--- src/rtl/mi_pkg.sv ---
`default_nettype none
// ============================================================================
// mi_pkg - shared constants and types for the modular inverse block
// Word width, stream widths, status codes and divider interface types.
// ============================================================================
package mi_pkg;

    // operand width
    localparam int WORD_BITS = 32;

    // coefficient magnitude width, one guard bit
    localparam int COEF_BITS = WORD_BITS + 1;

    // divider bit counter, holds WORD_BITS itself
    localparam int CNT_BITS = $clog2(WORD_BITS + 1);

    // stream widths, padded to whole bytes
    localparam int IN_TDATA_BITS  = ((2 * WORD_BITS + 7) / 8) * 8;
    localparam int OUT_TDATA_BITS = ((WORD_BITS + 7) / 8) * 8;

    // result status
    typedef enum logic [0:0] {
        STATUS_OK          = 1'b0,
        STATUS_NOT_COPRIME = 1'b1
    } t_status;

    // divider start request and operands
    typedef struct packed {
        logic                   start;
        logic [WORD_BITS-1:0]   dividend;
        logic [WORD_BITS-1:0]   divisor;
        logic [COEF_BITS-1:0]   mult;
    } t_div_req;

    // divider results
    typedef struct packed {
        logic                   done;
        logic [WORD_BITS-1:0]   rem;
        logic [COEF_BITS-1:0]   prod;
    } t_div_rsp;

endpackage : mi_pkg
`default_nettype wire

--- src/rtl/mi_divider.sv ---
`default_nettype none
// ============================================================================
// mi_divider - shared radix-2 divide and multiply unit
// Restoring division, one quotient bit per cycle. Quotient bits come out
// MSB first and are folded into q * mult by Horner accumulation, so the
// quotient itself is never stored.
// ============================================================================
module mi_divider (
    input  wire logic             i_clk,
    input  wire logic             i_rst_n,
    input  wire mi_pkg::t_div_req i_req,
    output mi_pkg::t_div_rsp      o_rsp
);
    import mi_pkg::*;

    logic                 r_busy;
    logic                 r_done;
    logic [CNT_BITS-1:0]  r_cnt;
    logic [WORD_BITS-1:0] r_rem;
    logic [WORD_BITS-1:0] r_quo;
    logic [WORD_BITS-1:0] r_div;
    logic [COEF_BITS-1:0] r_mult;
    logic [COEF_BITS-1:0] r_acc;

    logic [WORD_BITS:0]   n_shift;
    logic                 n_ge;
    logic [WORD_BITS:0]   n_diff;
    logic [COEF_BITS-1:0] n_acc;

    // one restoring step plus the product accumulate
    always_comb begin
        n_shift = {r_rem, r_quo[WORD_BITS-1]};
        n_ge    = (n_shift >= {1'b0, r_div});
        n_diff  = n_shift - {1'b0, r_div};
        n_acc   = {r_acc[COEF_BITS-2:0], 1'b0} + (n_ge ? r_mult : '0);
    end

    // step control
    always_ff @(posedge i_clk) begin
        if (!i_rst_n) begin
            r_busy <= 1'b0;
            r_done <= 1'b0;
            r_cnt  <= '0;
        end else begin
            // done pulses the cycle after the last step
            r_done <= r_busy && !i_req.start && (r_cnt == CNT_BITS'(1));
            if (i_req.start) begin
                r_busy <= 1'b1;
                r_cnt  <= CNT_BITS'(WORD_BITS);
            end else if (r_busy) begin
                r_cnt <= r_cnt - CNT_BITS'(1);
                if (r_cnt == CNT_BITS'(1)) begin
                    r_busy <= 1'b0;
                end
            end
        end
    end

    // datapath
    always_ff @(posedge i_clk) begin
        if (i_req.start) begin
            r_rem  <= '0;
            r_quo  <= i_req.dividend;
            r_div  <= i_req.divisor;
            r_mult <= i_req.mult;
            r_acc  <= '0;
        end else if (r_busy) begin
            r_rem <= n_ge ? n_diff[WORD_BITS-1:0] : n_shift[WORD_BITS-1:0];
            r_quo <= {r_quo[WORD_BITS-2:0], 1'b0};
            r_acc <= n_acc;
        end
    end

    assign o_rsp.done = r_done;
    assign o_rsp.rem  = r_rem;
    assign o_rsp.prod = r_acc;

endmodule : mi_divider
`default_nettype wire

--- src/rtl/modular_inverse.sv ---
`default_nettype none
// ============================================================================
// modular_inverse - extended Euclidean modular inverse
// Each Euclid step runs one pass of the shared bit-serial divider, which sets
// the step time; up to about 46 steps for 32-bit operands. One request at a
// time; a new request is taken while the previous result waits on the output.
// Reset: synchronous active-low i_rst_n clears sequencer and output valid.
// ============================================================================
module modular_inverse (
    input  wire logic                                 i_clk,
    input  wire logic                                 i_rst_n,
    input  wire logic                                 s_axis_tvalid,
    output logic                                      s_axis_tready,
    // tdata: value [WORD_BITS-1:0], modulus [2*WORD_BITS-1:WORD_BITS]
    input  wire logic [mi_pkg::IN_TDATA_BITS-1:0]     s_axis_tdata,
    output logic                                      m_axis_tvalid,
    input  wire logic                                 m_axis_tready,
    // tdata: inverse [WORD_BITS-1:0], zero padded
    output logic [mi_pkg::OUT_TDATA_BITS-1:0]         m_axis_tdata,
    // tuser: status [0]
    output logic [0:0]                                m_axis_tuser
);
    import mi_pkg::*;

    typedef enum logic [1:0] {
        ST_IDLE,
        ST_CHECK,
        ST_DIV,
        ST_FINISH
    } t_state;

    t_state               r_state;
    logic [WORD_BITS-1:0] r_mod;
    logic [WORD_BITS-1:0] r_r;
    logic [WORD_BITS-1:0] r_nr;
    logic [COEF_BITS-1:0] r_tm;
    logic [COEF_BITS-1:0] r_ntm;
    logic                 r_odd;
    logic                 r_any;
    logic                 r_start;
    logic                 r_out_valid;
    logic [WORD_BITS-1:0] r_out_inv;
    t_status              r_out_status;

    t_div_req             w_req;
    t_div_rsp             w_rsp;
    logic                 w_in_req;
    logic                 w_out_free;
    logic                 w_neg;
    logic [COEF_BITS-1:0] w_diff;
    logic [COEF_BITS-1:0] w_next_tm;

    assign s_axis_tready = (r_state == ST_IDLE);
    assign w_in_req      = s_axis_tvalid && s_axis_tready;
    assign w_out_free    = !r_out_valid || m_axis_tready;

    // divider request: r / nr, product q * ntm
    assign w_req.start    = r_start;
    assign w_req.dividend = r_r;
    assign w_req.divisor  = r_nr;
    assign w_req.mult     = r_ntm;

    mi_divider u_div (
        .i_clk   (i_clk),
        .i_rst_n (i_rst_n),
        .i_req   (w_req),
        .o_rsp   (w_rsp)
    );

    // coefficient update and final sign fix
    always_comb begin
        w_next_tm = r_tm + w_rsp.prod;
        w_neg     = r_any && !r_odd && (r_tm != '0);
        w_diff    = {1'b0, r_mod} - r_tm;
    end

    // sequencer
    always_ff @(posedge i_clk) begin
        if (!i_rst_n) begin
            r_state     <= ST_IDLE;
            r_start     <= 1'b0;
            r_out_valid <= 1'b0;
        end else begin
            // kick the divider once a nonzero divisor is seen
            r_start <= (r_state == ST_CHECK) && (r_nr != '0);
            // output valid: set on result load, cleared on accept
            if (r_state == ST_FINISH && w_out_free) begin
                r_out_valid <= 1'b1;
            end else if (m_axis_tready) begin
                r_out_valid <= 1'b0;
            end
            unique case (r_state)
                ST_IDLE: begin
                    if (w_in_req) begin
                        r_state <= ST_CHECK;
                    end
                end
                ST_CHECK: begin
                    if (r_nr == '0) begin
                        r_state <= ST_FINISH;
                    end else begin
                        r_state <= ST_DIV;
                    end
                end
                ST_DIV: begin
                    if (w_rsp.done) begin
                        r_state <= ST_CHECK;
                    end
                end
                ST_FINISH: begin
                    if (w_out_free) begin
                        r_state <= ST_IDLE;
                    end
                end
                default: r_state <= ST_IDLE;
            endcase
        end
    end

    // Euclid operands and result payload
    always_ff @(posedge i_clk) begin
        if (w_in_req) begin
            r_nr  <= s_axis_tdata[WORD_BITS-1:0];
            r_mod <= s_axis_tdata[2*WORD_BITS-1:WORD_BITS];
            r_r   <= s_axis_tdata[2*WORD_BITS-1:WORD_BITS];
            r_tm  <= '0;
            r_ntm <= COEF_BITS'(1);
            r_odd <= 1'b0;
            r_any <= 1'b0;
        end else if (r_state == ST_DIV && w_rsp.done) begin
            r_r   <= r_nr;
            r_nr  <= w_rsp.rem;
            r_tm  <= r_ntm;
            r_ntm <= w_next_tm;
            r_odd <= !r_odd;
            r_any <= 1'b1;
        end
        if (r_state == ST_FINISH && w_out_free) begin
            if (r_r == WORD_BITS'(1)) begin
                r_out_status <= STATUS_OK;
                r_out_inv    <= w_neg ? w_diff[WORD_BITS-1:0] : r_tm[WORD_BITS-1:0];
            end else begin
                r_out_status <= STATUS_NOT_COPRIME;
                r_out_inv    <= '0;
            end
        end
    end

    assign m_axis_tvalid = r_out_valid;
    assign m_axis_tdata  = OUT_TDATA_BITS'(r_out_inv);
    assign m_axis_tuser  = r_out_status;

endmodule : modular_inverse
`default_nettype wire

--- config.mk ---
export PLATFORM = sky130hd
export DESIGN_NAME = modular_inverse
export DESIGN_NICKNAME = d
export VERILOG_FILES = /design/src/rtl/mi_pkg.sv /design/src/rtl/mi_divider.sv /design/src/rtl/modular_inverse.sv
export SDC_FILE = /design/constraint.sdc
export NUM_CORES = 1
export LEC_CHECK = 0
export BUFFER_PORTS_ARGS = -buffer_cell sky130_fd_sc_hd__clkbuf_2
export CAP_MARGIN = 20
export CORE_AREA = 2 2 232 234
export DETAILED_ROUTE_END_ITERATION = 6
export DIE_AREA = 0 0 234 236
export PLACE_DENSITY = 0.59
export SLEW_MARGIN = 20
export SYNTH_ARGS = -nofsm -noshare
export SYNTH_HDL_FRONTEND = slang
export SYNTH_HIERARCHICAL = 1
export SYNTH_SLANG_ARGS = --single-unit
export TNS_END_PERCENT = 20
--- constraint.sdc ---
create_clock -name i_clk -period 5.4 [get_ports i_clk]
set_input_delay 0.81 -clock i_clk [delete_from_list [all_inputs] [get_ports i_clk]]
set_output_delay 0.81 -clock i_clk [all_outputs]
set_load 0.02 [all_outputs]
# Yosys cells after proc, flatten, opt, wreduce, memory -nomap -nowiden
# Index checks and enable logic that the tools add are counted.
# W data, S select, Z words.
totals:
  output_inout_bits: 35
  wordCells: 79
  reg_bits: 371
  input_bits: 68
op_classes:
  reduce_logical: 21
  bitwise: 1
  magnitude_cmp: 1
  addsub: 5
  eq_ne: 8
  mux: 22
op_table:
  columns: ["cell", "count"]
  rows:
  - ["$mux W32", 8]
  - ["$add A33 B33 Y33", 2]
  - ["$sub A32 B32 Y32", 2]
  - ["$ge A33 B32 Y1", 1]
  - ["$mux W33", 1]
  - ["$reduce_bool A33 Y1", 1]
  - ["$eq A32 B1 Y1 const B", 1]
  - ["$logic_not A32 Y1", 1]
  - ["$reduce_bool A32 Y1", 1]
  - ["$mux W6", 2]
  - ["$logic_and A1 B1 Y1", 8]
  - ["$pmux W2 S4", 1]
  - ["$mux W1", 7]
  - ["$eq A6 B1 Y1 const B", 1]
  - ["$mux W2", 3]
  - ["$reduce_bool A2 Y1", 3]
  - ["$sub A6 B1 Y6 const B", 1]
  - ["$eq A2 B2 Y1 const B", 2]
  - ["$ne A2 B1 Y1 const B", 2]
  - ["$logic_not A1 Y1", 3]
  - ["$reduce_and A3 Y1", 1]
  - ["$eq A2 B1 Y1 const B", 1]
  - ["$logic_not A2 Y1", 1]
  - ["$ne A2 B2 Y1 const B", 1]
  - ["other kinds (3)", 3]

# Depth between registers and ports, before layout
depth:
  word_depth: 4
  depth_mapped: 23
  ltp_nobuf: 20

# By module
# Netlist, hierarchy kept.
modules_own_cells:
  columns: ["mod", "seq_area_each_um2", "area_per_inst_um2", "n_inst", "cells_per_inst"]
  rows:
  - ["modular_inverse", 5315.1, 11040.6, 1, 1231]
  - ["mi_divider", 4374.2, 9888.2, 1, 995]

# Least setup slack after synthesis
# OpenSTA, ideal clock, no wires.
synth_path:
  path_kind: "reg2reg"
  from: "register u_div.r_div[1]"
  to: "register u_div.r_acc[31]"
  n_path_buf: 2
  period_less_slack_ps: 4871
  required_ps: 5245
  arrival_time_ps: 4717
  setup_ps: 155
  path_stages_with_launch: 23
  setup_slack_ps: 529
  path_cell_list: "edfxtp_1 inv_1 ha_1 nor2b_1 o31a_1 o31ai_1 a211oi_2 nor4_2 nor2_1 buf_2 clkbuf_1 and2_1 ha_1 fa_1 a211oi_1 o21a_1 o31a_1 o31ai_2 a21oi_1 o21ai_0 a31oi_1 xor2_1 o22ai_1"
synth_between:
  elab_chain_cells: 3
synth_rtl:
  columns: ["element", "line", "text"]
  rows:
  - ["start: declaration", "mi_divider.sv:21", "logic [WORD_BITS-1:0] r_div;"]
  - ["start signal: assignment", "mi_divider.sv:64", "r_div <= i_req.divisor;"]
  - ["$ge A33 B32 Y1", "mi_divider.sv:33", "n_ge = (n_shift >= {1'b0, r_div});"]
  - ["$mux W33", "mi_divider.sv:35", "n_acc = {r_acc[COEF_BITS-2:0], 1'b0} + (n_ge ? r_mult : '0);"]
  - ["$add A33 B33 Y33", "mi_divider.sv:35", null]
  - ["end signal: assignment", "mi_divider.sv:70", "r_acc <= n_acc;"]
  - ["end: declaration", "mi_divider.sv:23", "logic [COEF_BITS-1:0] r_acc;"]
# No other way between the ends.
# A chain may end at the register's enable or synchronous reset.

# Worst setup path after layout
layout_path:
  from: "register u_div.r_rem[23]"
  to: "register u_div.r_acc[24]"
layout_between:
  elab_chain_cells: 3
layout_rtl:
  columns: ["element", "line", "text"]
  rows:
  - ["start: declaration", "mi_divider.sv:19", "logic [WORD_BITS-1:0] r_rem;"]
  - ["start signal: assignment", "mi_divider.sv:68", "r_rem <= n_ge ? n_diff[WORD_BITS-1:0] : n_shift[WORD_BITS-1:0];"]
  - ["$ge A33 B32 Y1", "mi_divider.sv:33", null]
  - ["$mux W33", "mi_divider.sv:35", null]
  - ["$add A33 B33 Y33", "mi_divider.sv:35", null]
# No other way between the ends.

==> flow_summary.toml <==
[grt]
grt_pass1_wl_um = 89400
grt_start_max_net_pins = 82
grt_overflow = 0
first_global_vias = 15800
grt_use_total_pct = 20.7
antenna_found_initial = 1

[pwr]
internal_power_uw = 6830
power_frac_seq_pct = 36.6
peakVddDrop_mv = 0.231
combPwrFrac_pct = 34.4
clockPowerShare_pct = 29.0
p_per_area_mw_per_mm2 = 448
netSwitchingFraction_pct = 35.8
p_leak_uw = 0.00953
switchingPower_uw = 3800

[clocking]
cts_buffers = 43
post_cts_resized = 0
clkTransAtPathRegs_ps = 60
ctsHoldBuffers = 0
cts_tree = "yes"
post-cts-setup-buffers = 0
cts_buffer_depth = 3
h-tree-depth = 2
insertion_delay_ps = 570
cts-root-buf = "clkbuf_16"
cts.sinks = 371

[critical_path]
cp_slowest_cell = "a31oi_1"
rrSetupSlack_ps = 330
critPathLaunchType = "flip-flop"
cp_cell_sequence = "ha_1 > nand3_1 > nor4_4 > nand3b_1 > a211oi_2 > nor4_2 > buf_4 > nor2_4 > buf_6 > and2_1 > ha_1 > or3_1 > nand4b_1 > a32oi_1 > a31oi_1 > o21ai_0 > a21o_1 > a21oi_1 > xor2_1 > o21ai_0"
worst_r2r_endpoint = "u_div/r_acc[24]"
r2r.worst_path.cells = 20
crit_path_end_kind = "flip-flop"
worst-setup-path-type = "flip-flop to flip-flop"
critical_path.endpoint = "u_div/r_acc[24]"
crit_path_start = "u_div/r_rem[23]"
worst_ep_required_time_ps = 5810
crit_arrival_ps = 5490
worst-path-max-fanout = 25
r2r_start = "u_div/r_rem[23]"
slowest_delay_ps = 450

[placement]
dpl_cell_area_mm2 = 0.0222
placed_cells = 2958
dp_hpwl_um = 41900
port_buffers = 102
place.gp.congestion = 0.898

[timing]
setup_viol = 0
setup_tns_ps = 0
fmax_ghz = 0.197
hold_ws_ps = 439
final_hold_viol_count = 0
worstMarginPinSlew_ps = 1100
slew_violations = 0
min_period_ps = 5070
skew_ps = 18.1
slew_headroom_pct = 26.8
post-route-period-util_pct = 93.9

[min_path]
hp-class = "input pin to flip-flop"
whs_path_depth = 1

[final_layout]
finish.net_count = 2507
areaGrowthSynthToFinish_pct = 13.3
final_core_util_pct = 44.7
layout-drive-gt1-share_pct = 12.2
final_area_mm2 = 0.0237
multiInputGateArea_mm2 = 0.0105
fin_cells = 3038
nFillCells = 5095
seq_area_mm2 = 0.00970

[floorplan]
die-area_mm2 = 0.0552
rows = 85
die_w_um = 234
initial_core_util_pct = 39.4
floorplan.io_pins = 103
core_mm2 = 0.0531
die_h_um = 236

[yosys]
ys_ff_latch = 371
syn-num-nets = 2426
ys_warn_count = 6
yosys.area.top_type = "edfxtp_1"
syn_area_per_cell_um2 = 9.40
syn_area_mm2 = 0.0209
synth_edf_count = 226
synthArstFlopShare_pct = 0
synthFlopType = "edfxtp_1"
synth_area_leaders = "edfxtp_1 32%, dfxtp_1 14%, nand2_1 7.7%"
yosysUniqueCellTypes = 82
yosysTopAreaCellShare_pct = 32.4
synthCells = 2226
ys_seq_area_share_pct = 46.3

[job]
max_cap_violations = 0

[route]
drc = 0
wirelength_um = 57500
drt_iter0_markers = 1283
ant_nets = 0
vias = 16500
drt-wirelength-per-cell_um = 18.9
first_pass_iters = 5
vias_per_cell = 5.44

[status]
outcome = "finished, final reports clean"
-- stage by stage --
step | total power, uW | setup WS, ps
6_report | 10600 | 328
5_1_grt | 11300 | -2.49
4_1_cts | 10700 | 165
3_5_place_dp | 7540 | 187
3_3_place_gp | 7480 | 303
2_1_floorplan | 6600 | 529
-- critical path, delay by kind of cell (launching register included) --
family	cells	cell delay [ps]
fa+ha+maj	2	690
buf+inv	2	400
xor+xnor	1	150
simple gates	8	1770
flops	1	340
compound gates	7	1540
-- logic make-up (layout without fill, tap and decap cells) --
group / Yosys count / after routing / share of synthesized area, %
mux: 71 / 71 / 3.61
xor+xnor: 101 / 101 / 4.23
simple gates: 833 / 833 / 17.9
other cells: 0 / 1 / 0
buf+inv: 197 / 312 / 3.69
flops: 371 / 371 / 46.3
compound gates: 521 / 521 / 16.3
fa+ha+maj: 132 / 132 / 8.03
-- state kept, by name (all words and copies together) (netlist names) --
| name | count |
|---|---|
| r_ntm | 33 |
| r_tm | 33 |
| u_div/r_acc | 33 |
| u_div/r_mult | 33 |
| m_axis_tdata | 32 |
| r_mod | 32 |
| r_nr | 32 |
| r_r | 32 |
| u_div/r_div | 32 |
| u_div/r_quo | 32 |
| u_div/r_rem | 32 |
| u_div/r_cnt | 6 |
| r_state | 2 |
| m_axis_tuser | 1 |
| m_axis_tvalid | 1 |
| r_any | 1 |
| r_odd | 1 |
| r_start | 1 |
| u_div/r_busy | 1 |
| u_div/r_done | 1 |
-- cell type report --
cell class                      instances  area share [%]
Multi-Input combinational cell       1658            44.4
Sequential cell                       371            40.9
Clock buffer                           58            5.25
Tap cell                              696            3.67
Timing Repair Buffer                  127            2.96
Inverter                              106            1.70
Clock inverter                         21            1.11
Antenna cell                            1          0.0106
-- power groups by stage --
stage | sequential (uW) | combinational (uW) | clock (uW)
global route | 3930 | 4070 | 3270
CTS | 3890 | 3620 | 3150
finish | 3890 | 3660 | 3080
floorplan | 3780 | 2830 | 0
global placement | 3930 | 3550 | 0
detailed placement | 3940 | 3590 | 0
-- worst min path at each step --
stage | from | to
6_report | s_axis_tdata[54] | r_mod[22]
3_3_place_gp | r_ntm[10] | u_div/r_mult[10]
4_1_cts | s_axis_tdata[54] | r_mod[22]
5_1_grt | s_axis_tdata[54] | r_mod[22]
2_1_floorplan | r_ntm[31] | u_div/r_mult[31]
3_5_place_dp | r_ntm[20] | u_div/r_mult[20]
-- synthesized netlist by cell type (7+ instances only) --
cell type,number
o21a_1,21
nor2_1,169
nor2b_1,23
ha_1,128
nand2b_1,17
o21ai_0,73
a21o_1,61
a311oi_1,19
nor3_1,27
and3_1,14
a211oi_1,21
or2_2,7
a31oi_1,21
mux2_2,36
and2_1,43
nand4_1,17
edfxtp_1,226
buf_1,8
o21bai_1,15
nand3_1,24
nor4_1,27
o21ai_1,11
a21oi_1,188
o211ai_1,9
xnor2_1,64
or3_1,10
dfxtp_1,145
clkbuf_1,72
inv_1,105
xor2_1,37
nand2_1,428
mux2i_1,35
-- per-layer routing --
metal	wire length (um)	global-route usage [%]	part of all wire [%]
met5	0	0	0
met4	1300	5.41	2.3
met3	2910	2.99	5.1
met2	27200	34.2	47
met1	26100	28.3	45
-- layout by cell type, fill, tap and decap left out, types with 46 or more instances in the layout --
cell / count
a21o_1: 61
a21oi_1: 188
clkbuf_16: 46
clkbuf_2: 102
dfxtp_1: 143
edfxtp_1: 226
ha_1: 127
inv_1: 104
nand2_1: 427
nor2_1: 167
o21ai_0: 72
xnor2_1: 64
Note: power is estimated with default switching activity, not from simulation.
